File: src/rtl/vcvpd_pkg.sv
// ----------------------------------------------------------------------------
// vcvpd_pkg
// Shared types, register indexes, port offsets and helpers for the VRAM
// port and DMA core.
// ----------------------------------------------------------------------------
package vcvpd_pkg;

   typedef logic [1:0]  offset_type;
   typedef logic [7:0]  byte_type;
   typedef logic [15:0] word_type;
   typedef logic [4:0]  regsel_type;

   // access direction
   localparam logic MODE_READ  = 1'b0;
   localparam logic MODE_WRITE = 1'b1;

   // port offsets
   localparam offset_type OFS_SELECT  = 2'd0;
   localparam offset_type OFS_UNUSED  = 2'd1;
   localparam offset_type OFS_DATA_LO = 2'd2;
   localparam offset_type OFS_DATA_HI = 2'd3;

   // register indexes that carry behavior
   localparam regsel_type REG_VRAM_WR_ADDR = 5'h00;
   localparam regsel_type REG_VRAM_RD_ADDR = 5'h01;
   localparam regsel_type REG_VRAM_DATA    = 5'h02;
   localparam regsel_type REG_STEP         = 5'h05;
   localparam regsel_type REG_DMA_CTL      = 5'h0F;
   localparam regsel_type REG_DMA_SRC      = 5'h10;
   localparam regsel_type REG_DMA_DST      = 5'h11;
   localparam regsel_type REG_DMA_LEN      = 5'h12;

   // DMA control bits in register 0x0F
   localparam int DMA_CTL_IRQ_EN   = 1;
   localparam int DMA_CTL_SRC_DOWN = 2;
   localparam int DMA_CTL_DST_DOWN = 3;

   localparam int       DMA_LEN_BITS    = 15;
   localparam int       STATUS_DONE_BIT = 4;
   localparam byte_type RDATA_NONE      = 8'hFF;
   localparam byte_type STEP_RESET      = 8'd1;

   typedef logic [DMA_LEN_BITS-1:0] dma_len_type;

   // controller to datapath
   typedef struct packed {
      logic latch;       // capture the accepted request
      logic clear;       // write one zero word of the clearing pass
      logic exec;        // decode and apply the latched request
      logic rd_capture;  // VRAM read data is on the RAM output
      logic dma_rd;      // present the DMA source address
      logic dma_wr;      // write the DMA destination word
      logic push;        // load the response register
   } cmd_type;

   // datapath to controller
   typedef struct packed {
      logic is_vram_read;
      logic is_dma_start;
      logic dma_last;
      logic clear_last;
   } sts_type;

   // step size chosen by bits 4..3 of the high byte written to register 5
   function automatic byte_type step_lookup(input logic [1:0] code);
      byte_type step;
      unique case (code)
         2'd0:    step = 8'd1;
         2'd1:    step = 8'd32;
         2'd2:    step = 8'd64;
         default: step = 8'd128;
      endcase
      return step;
   endfunction

   // replace one byte of a register word
   function automatic word_type set_byte(input word_type w, input byte_type b,
                                         input logic hi);
      word_type r;
      r = hi ? {b, w[7:0]} : {w[15:8], b};
      return r;
   endfunction

endpackage

File: src/rtl/vcvpd_ctrl.sv
// ----------------------------------------------------------------------------
// vcvpd_ctrl
// Sequencer: clearing pass, request decode, VRAM read wait, DMA loop and
// response handoff.
// ----------------------------------------------------------------------------
module vcvpd_ctrl (
   input  logic              clock,
   input  logic              reset,
   input  logic              req_valid,
   output logic              req_ready,
   output logic              rsp_valid,
   input  logic              rsp_ready,
   input  vcvpd_pkg::sts_type sts,
   output vcvpd_pkg::cmd_type cmd
);
   import vcvpd_pkg::*;

   localparam logic [2:0] ST_CLEAR  = 3'd0;
   localparam logic [2:0] ST_IDLE   = 3'd1;
   localparam logic [2:0] ST_EXEC   = 3'd2;
   localparam logic [2:0] ST_RDWAIT = 3'd3;
   localparam logic [2:0] ST_DMA_RD = 3'd4;
   localparam logic [2:0] ST_DMA_WR = 3'd5;
   localparam logic [2:0] ST_FINISH = 3'd6;

   logic [2:0] state_ff, state_in;
   logic       rsp_valid_ff, rsp_valid_in;
   logic       out_free;
   logic       accept;

   assign out_free  = !rsp_valid_ff || rsp_ready;
   assign req_ready = (state_ff == ST_IDLE) || ((state_ff == ST_FINISH) && out_free);
   assign accept    = req_valid && req_ready;
   assign rsp_valid = rsp_valid_ff;

   always_comb begin
      cmd            = '0;
      cmd.latch      = accept;
      cmd.clear      = (state_ff == ST_CLEAR);
      cmd.exec       = (state_ff == ST_EXEC);
      cmd.rd_capture = (state_ff == ST_RDWAIT);
      cmd.dma_rd     = (state_ff == ST_DMA_RD);
      cmd.dma_wr     = (state_ff == ST_DMA_WR);
      cmd.push       = (state_ff == ST_FINISH) && out_free;
   end

   always_comb begin
      state_in = state_ff;
      unique case (state_ff)
         ST_CLEAR:  if (sts.clear_last) state_in = ST_IDLE;
         ST_IDLE:   if (accept) state_in = ST_EXEC;
         ST_EXEC: begin
            priority if (sts.is_vram_read) state_in = ST_RDWAIT;
            else if (sts.is_dma_start)     state_in = ST_DMA_RD;
            else                           state_in = ST_FINISH;
         end
         ST_RDWAIT: state_in = ST_FINISH;
         ST_DMA_RD: state_in = ST_DMA_WR;
         ST_DMA_WR: state_in = sts.dma_last ? ST_FINISH : ST_DMA_RD;
         ST_FINISH: if (out_free) state_in = accept ? ST_EXEC : ST_IDLE;
         default:   state_in = ST_IDLE;
      endcase
   end

   always_comb begin
      rsp_valid_in = rsp_valid_ff;
      priority if (cmd.push) rsp_valid_in = 1'b1;
      else if (rsp_ready)    rsp_valid_in = 1'b0;
   end

   always_ff @(posedge clock) begin
      if (reset) begin
         state_ff     <= ST_CLEAR;
         rsp_valid_ff <= 1'b0;
      end else begin
         state_ff     <= state_in;
         rsp_valid_ff <= rsp_valid_in;
      end
   end

endmodule

File: config.mk
export PLATFORM = sky130hd
export DESIGN_NAME = vcvpd_ctrl
export DESIGN_NICKNAME = d
export VERILOG_FILES = /design/src/rtl/vcvpd_pkg.sv /design/src/rtl/vcvpd_ctrl.sv
export SDC_FILE = /design/constraint.sdc
export NUM_CORES = 1
export LEC_CHECK = 0
export BUFFER_PORTS_ARGS = -buffer_cell sky130_fd_sc_hd__buf_2
export CAP_MARGIN = 5
export CORE_AREA = 3 3 40 42
export CTS_CLUSTER_DIAMETER = 50
export CTS_CLUSTER_SIZE = 12
export DETAILED_ROUTE_END_ITERATION = 6
export DIE_AREA = 0 0 43 45
export SETUP_SLACK_MARGIN = 0.3
export SLEW_MARGIN = 20
export SYNTH_ARGS = -nofsm -noshare
export SYNTH_HDL_FRONTEND = slang
export SYNTH_SLANG_ARGS = --single-unit
File: constraint.sdc
create_clock -name clock -period 1.2 [get_ports clock]
set_clock_uncertainty 0.2 [all_clocks]
set_input_delay 0 -clock clock [delete_from_list [all_inputs] [get_ports clock]]
set_output_delay 0 -clock clock [all_outputs]
set_load 0.01 [all_outputs]
Word-level counts from Yosys, hierarchy flattened --
Index checks and enable logic that the tools add are counted. W data, S select, Z words.
Storage, ports and cells: register bits after elaboration 4, input port bits 8, output and inout port bits 9
Operators by class: equal/unequal tests 9, multiplexer cells 10, reductions and logical operators 8
Operator list (count):
- $pmux W3 S7 | 1
- $mux W3 | 4
- $eq A3 B3 Y1 const B | 3
- $eq A3 B2 Y1 const B | 2
- $mux W2 | 3
- $ne A2 B2 Y1 const B | 3
- $eq A3 B1 Y1 const B | 1
- $logic_not A3 Y1 | 1
- $reduce_and A3 Y1 | 1
- $logic_and A1 B1 Y1 | 2
- $logic_or A1 B1 Y1 | 2
- $mux W1 | 2
- $reduce_bool A2 Y1 | 1
- $logic_not A1 Y1 | 1

Logic depth before layout (Yosys ltp) --
depth after elaboration 8, gate-level depth with buffers 4, depth with buffers taken out 3

Least setup slack after synthesis --
No wires, ideal clock.
kind flip-flop to flip-flop, start reg rsp_valid_ff (netlist: rsp_valid), end reg state_ff[0], clock period less this slack 1348 ps, setup time 103 ps, arrival time 1045 ps, required time 897 ps, cell stages (with the launch flop) 4, slack -148 ps, path through dfxtp_1 > nand2b_1 > a31o_1 > a2111oi_2
Between the ends: longest elaborated chain between the ends 8, elaborated cells between the ends (all ways) 11
Ends and longest elaborated chain:
- start: declaration | line vcvpd_ctrl.sv:27 | logic rsp_valid_ff, rsp_valid_in;
- start signal: assignment | line vcvpd_ctrl.sv:77 | rsp_valid_ff <= rsp_valid_in;
- $logic_not A1 Y1 (*) | line vcvpd_ctrl.sv:31 | assign out_free = !rsp_valid_ff || rsp_ready;
- $logic_or A1 B1 Y1 (*) | line vcvpd_ctrl.sv:31
- $logic_and A1 B1 Y1 | line vcvpd_ctrl.sv:32 | assign req_ready = (state_ff == ST_IDLE) || ((state_ff == ST_FINISH) && out_free);
- $logic_or A1 B1 Y1 | line vcvpd_ctrl.sv:32
- $logic_and A1 B1 Y1 | line vcvpd_ctrl.sv:33 | assign accept = req_valid && req_ready;
- $mux W2 | line vcvpd_ctrl.sv:60 | ST_FINISH: if (out_free) state_in = accept ? ST_EXEC : ST_IDLE;
- $mux W3 | line vcvpd_ctrl.sv:60
- $pmux W3 S7 | line vcvpd_ctrl.sv:49 | unique case (state_ff)
- end signal: assignment | line vcvpd_ctrl.sv:76 | state_ff <= state_in;
- end: declaration | line vcvpd_ctrl.sv:26 | logic [2:0] state_ff, state_in;
Mark *: on every way between the ends. The rest lies on a longest branch, timed or not. The select of a mux whose other input is x is not followed. A chain may end at the register's enable or synchronous reset.

Worst setup path in the final report --
start reg state_ff[1], end out req_ready
Between the ends: longest elaborated chain between the ends 3, elaborated cells between the ends (all ways) 4
Ends and longest elaborated chain:
- $eq A3 B3 Y1 | line vcvpd_ctrl.sv:32
- $logic_and A1 B1 Y1 | line vcvpd_ctrl.sv:32
- $logic_or A1 B1 Y1 (*) | line vcvpd_ctrl.sv:32
- end: declaration | line vcvpd_ctrl.sv:10 | output logic req_ready,
Mark *: on every way between the ends. The rest lies on a longest branch, timed or not.

==> flow_results.org <==
** Synth
- Counting flops with an async set or reset pin after synthesis yields a share of 0%.
- Area share of the leading cell type in the synthesized netlist :: between 20% and 30%
- Count of distinct cell types in the synthesized netlist :: 30
- Largest family of logic cells by synthesized area :: simple AND/OR/NAND/NOR gates
- Summing the areas of all fa, ha and maj instances in the mapped netlist gives 0% of the synthesized area.
- Fraction of the yosys area taken by sequential cells :: 21.6%
- Share of the synthesized netlist area taken by xor and xnor gates :: 0%
- Mean instance size in the synthesized netlist :: 7.88 um^2
- In this run, synthesis inferred 0 flip-flops with an integrated enable.
- During synthesis, Yosys emitted a total of 0 warnings.
- Of the total synthesized cell area, the portion taken by AND, OR, NAND and NOR gates is a little under two fifths.
- Top post-synthesis cells by area :: sky130_fd_sc_hd__dfxtp_1 22%, sky130_fd_sc_hd__a21oi_1 4.1%, sky130_fd_sc_hd__buf_2 4.1%
- The synthesized netlist devotes 28.0% of its cell area to compound gates.
- Synthesized netlist net count :: 55
- The cell area that synthesis handed to floorplanning was 370 um^2.
- Proportion of synthesized area in mux cells :: 0%
- Number of instances in the synthesized netlist :: 47
- The largest total area in the synthesized netlist belongs to sky130_fd_sc_hd__dfxtp_1.
- Synth Register Bits :: 4
- Ys flop type :: sky130_fd_sc_hd__dfxtp_1

** Finish
- Of the cells placed in the final design, the portion with a size suffix greater than 1 is 74.7%.
- ANT cells :: 0
- Relative to the synthesized area, the layout overhead comes to 125%.
- Count of nets after finishing :: between 90 and 100
- Post-Layout Inst Area :: approximately 830 um^2
- The finished layout holds ~100 standard cells, fillers aside.
- Fill cells in the final layout number approximately 100.

** GRT
- The via count of the first global-routing pass is 462.
- Global-route wire length before repair :: 2090 um
- Antenna violations before repair :: 0
- For this run, the total global-route usage over all layers was measured as about 15%.
- Pin count of the biggest net entering global routing :: 8
- Global routing finished with a remaining overflow of 0.

** Clocking
- Clk pin slew, worst setup/hold paths :: around 50 ps
- Cts bufs inserted :: 3
- Clock sink count :: 4
- Buffers inserted to repair hold after CTS numbered 1.
- The tree is rooted in a sky130_fd_sc_hd__clkbuf_4.
- TritonCTS clock tree :: done
- Number of levels in the clock H-tree :: 1
- Clock latency on the worst-skew pair, taken at its later pin, is 270 ps.
- Counting along the longest clock path gives a buffer depth of 2.

** Timing
- Unrepaired setup endpoints after global routing :: true
- Max-slew violation total from the final report :: 0
- Setup violations remaining at the end of the flow were counted as 11.
- Maximum operating frequency :: 698 MHz
- Headroom to the max-slew limit :: 83.5%
- Pin slew with the least headroom to its limit :: about 250 ps
- Fin Setup TNS :: -1710 ps
- The tightest hold path in the finished design has a slack of -168 ps.
- Of the available clock period, the critical path in the final layout requires 119%.
- Once routing completed, OpenROAD measured the worst setup slack at -232 ps.
- Shortest clock period the worst path allows after layout :: 1430 ps
- The number of hold violations in the final report is 4.

** Place
- Cell Count Post-Placement :: between 80 and 90
- At the placement stage, the worst setup path has a slack of -154 ps.
- Input and output buffers added on the ports amount to 16.
- The congestion estimate from routability-driven global placement came to around 0.78.
- Placement-stage cell area :: between 500 and 600 um^2
- The HPWL after detailed placement is between 700 and 800 um.

** Drt
- The pre-antenna-repair detailed-routing pass consisted of 4 iterations.
- After detailed routing, the average wire length per cell comes to about 14 um.
- Routed via count :: approximately 520
- Uppermost signal routing layer after detailed routing :: met4
- Drt via density :: between 5 and 6
- Wire segments on met2 add up to approximately 730 um in the final route.
- Total DRC errors in the routed layout :: 0
- Summed over all nets, wire length on met3 after detailed routing comes to about 90 um.
- Routed WL :: roughly 1400 um
- In this run, the number of DRC markers left after iteration 0 of detailed routing was 12.
- Number of nets with antenna violations after detailed routing :: 0
- Routed metal-1 wire length :: around 590 um

** Worst hold path
- The worst hold path was traced through 3 stages.
- Start point of the worst min-delay path :: sts[2]
- Worst hold endpoint :: state_ff[1]
- In this run the worst hold path is classified as in -> reg.

** Setup path
- Data required time of the critical path :: 1000 ps
- Endpoint kind of the worst setup timing path :: output pin
- Startpoint of the worst-slack reg-to-reg timing path :: state_ff[1]
- Number of cells traversed by the worst register-to-register path :: 4
- The worst setup path is launched from a flop.
- Walking the worst path, the cells encountered are nor2b_4, and3_4, or2_4, buf_6.
- The worst register-to-register path has a setup slack of -180 ps.
- Critical path arrival :: about 1200 ps
- Critical R2R Capture :: state_ff[0]
- Cell with the largest stage delay on the worst path :: sky130_fd_sc_hd__dfxtp_4
- The critical path in this run is classified as reg -> out.
- For this run, the slowest stage of the critical path takes 350 ps.
- CP max FO :: 3

** Status
- Violated checks :: negative hold slack, negative setup slack
- The run finished, with violations left.

** Run
- Max-cap violations in this run came to 0.

** Die
- The die is about 43 um wide.
- Row Count :: 13
- For this configuration, the core starts out at a cell density of 28.8%.
- The die covers approximately 1900 um^2.
- The core region is 1280 um^2.
- Die boundary height :: 45 um
- 17 I/O pins were placed.

** Power and ir drop
- IR analysis of the VDD net gives a maximum drop of 0.000449 V.
- Static leakage :: 0.381 nW
- Total power divided by cell area :: between 700 and 800 nW/um^2
- Summing internal, switching and leakage power gives 0.607 mW.
[synth_stat cells (2+ instances only)]
library cell / count
sky130_fd_sc_hd__a21oi_1: 3
sky130_fd_sc_hd__buf_4: 2
sky130_fd_sc_hd__a211oi_1: 2
sky130_fd_sc_hd__dfxtp_1: 4
sky130_fd_sc_hd__nand2_1: 2
sky130_fd_sc_hd__nand2b_1: 2
sky130_fd_sc_hd__nor3_1: 3
sky130_fd_sc_hd__nor2b_1: 2
sky130_fd_sc_hd__buf_2: 3
sky130_fd_sc_hd__nor2_1: 4
[cell families after synthesis]
logic type	after synthesis
and+or+nand+nor	23
DFF	4
buffers and inverters	7
AOI/OAI and AO/OA	13
[cell type report]
cell class / count / area [um^2] / share of cell area [%]
Clock buffer: 4 / 26.3 / 3.15
Inverter: 1 / 3.75 / 0.450
Timing Repair Buffer: 42 / 345 / 41.4
Sequential cell: 4 / 95.1 / 11.4
Multi-Input combinational cell: 36 / 344 / 41.3
Tap cell: 15 / 18.8 / 2.25
[worst max-delay path, delay by kind of cell, from the launching register on]
family        cells  cell delay (ps)
flops             1              350
simple gates      3              500
buf+inv           1              120
[sequential cells by signal, summed over array words and instances (netlist names)]
| name | flops |
|---|---|
| rsp_valid | 1 |
| state_ff | 3 |
[worst max path at each step]
stage,startpoint,endpoint,slack (ps)
after floorplan,state_ff[1],state_ff[0],-20
after global placement,state_ff[2],state_ff[1],-140
after detailed placement,state_ff[2],state_ff[0],-150
after CTS,state_ff[1],req_ready,-220
after global routing,state_ff[1],cmd[6],-270
final,state_ff[1],req_ready,-230
[timing repair]
| action | 4_1_cts | 5_1_grt |
|---|---|---|
| pin swaps | 4 | 5 |
| cloned | 0 | 0 |
| setup buffers | 6 | 5 |
| endpoints found under the hold margin | 4 | 3 |
| gates resized for setup | 15 | 12 |
| setup endpoints to repair | 13 | 13 |
[power by group]
part,total [mW],switching (mW),leakage [nW],internal (mW)
clock,0.220,0.0927,0.0150,0.127
sequential,0.147,0.0120,0.0355,0.135
combinational,0.240,0.0976,0.330,0.142
[metal layers]
layer | global-route usage (%) | vias up
li1 | - | 252
met1 | 18.1 | 243
met2 | 25.4 | 16
met3 | 3.59 | 5
met4 | 7.23 | 0
met5 | 0 | -
[through the flow]
step,hold WS [ps],util [%]
floorplan,-141,-
global placement,41.1,46.4
detailed placement,37.7,46.4
CTS,-176,57.5
global route,-150,64.8
finish,-168,64.8
[placed cells by master (no fill, tap or decap)]
cell type	instances
sky130_fd_sc_hd__buf_6	16
sky130_fd_sc_hd__buf_2	13
sky130_fd_sc_hd__buf_4	12
sky130_fd_sc_hd__nor2_1	4
sky130_fd_sc_hd__dfxtp_4	4
sky130_fd_sc_hd__nor2b_4	3
sky130_fd_sc_hd__clkbuf_4	3
sky130_fd_sc_hd__nand2b_4	2
sky130_fd_sc_hd__nand2_1	2
sky130_fd_sc_hd__nor3_2	2
sky130_fd_sc_hd__a211oi_2	2
sky130_fd_sc_hd__a21oi_2	2
sky130_fd_sc_hd__and3_4	1
sky130_fd_sc_hd__inv_1	1
sky130_fd_sc_hd__nor3_4	1
sky130_fd_sc_hd__o21a_1	1
sky130_fd_sc_hd__nor3b_4	1
sky130_fd_sc_hd__and2_1	1
sky130_fd_sc_hd__or2_4	1
sky130_fd_sc_hd__nand4_1	1
sky130_fd_sc_hd__nor4bb_1	1
sky130_fd_sc_hd__a22oi_1	1
sky130_fd_sc_hd__a211o_1	1
sky130_fd_sc_hd__a311o_1	1
sky130_fd_sc_hd__a31oi_1	1
sky130_fd_sc_hd__a31o_1	1
sky130_fd_sc_hd__or2b_1	1
sky130_fd_sc_hd__nand4b_1	1
sky130_fd_sc_hd__or3_1	1
sky130_fd_sc_hd__a2111oi_2	1
sky130_fd_sc_hd__a21oi_4	1
sky130_fd_sc_hd__o211a_1	1
sky130_fd_sc_hd__clkbuf_1	1
sky130_fd_sc_hd__dlygate4sd3_1	1
Note: power is estimated with default switching activity, not from simulation.
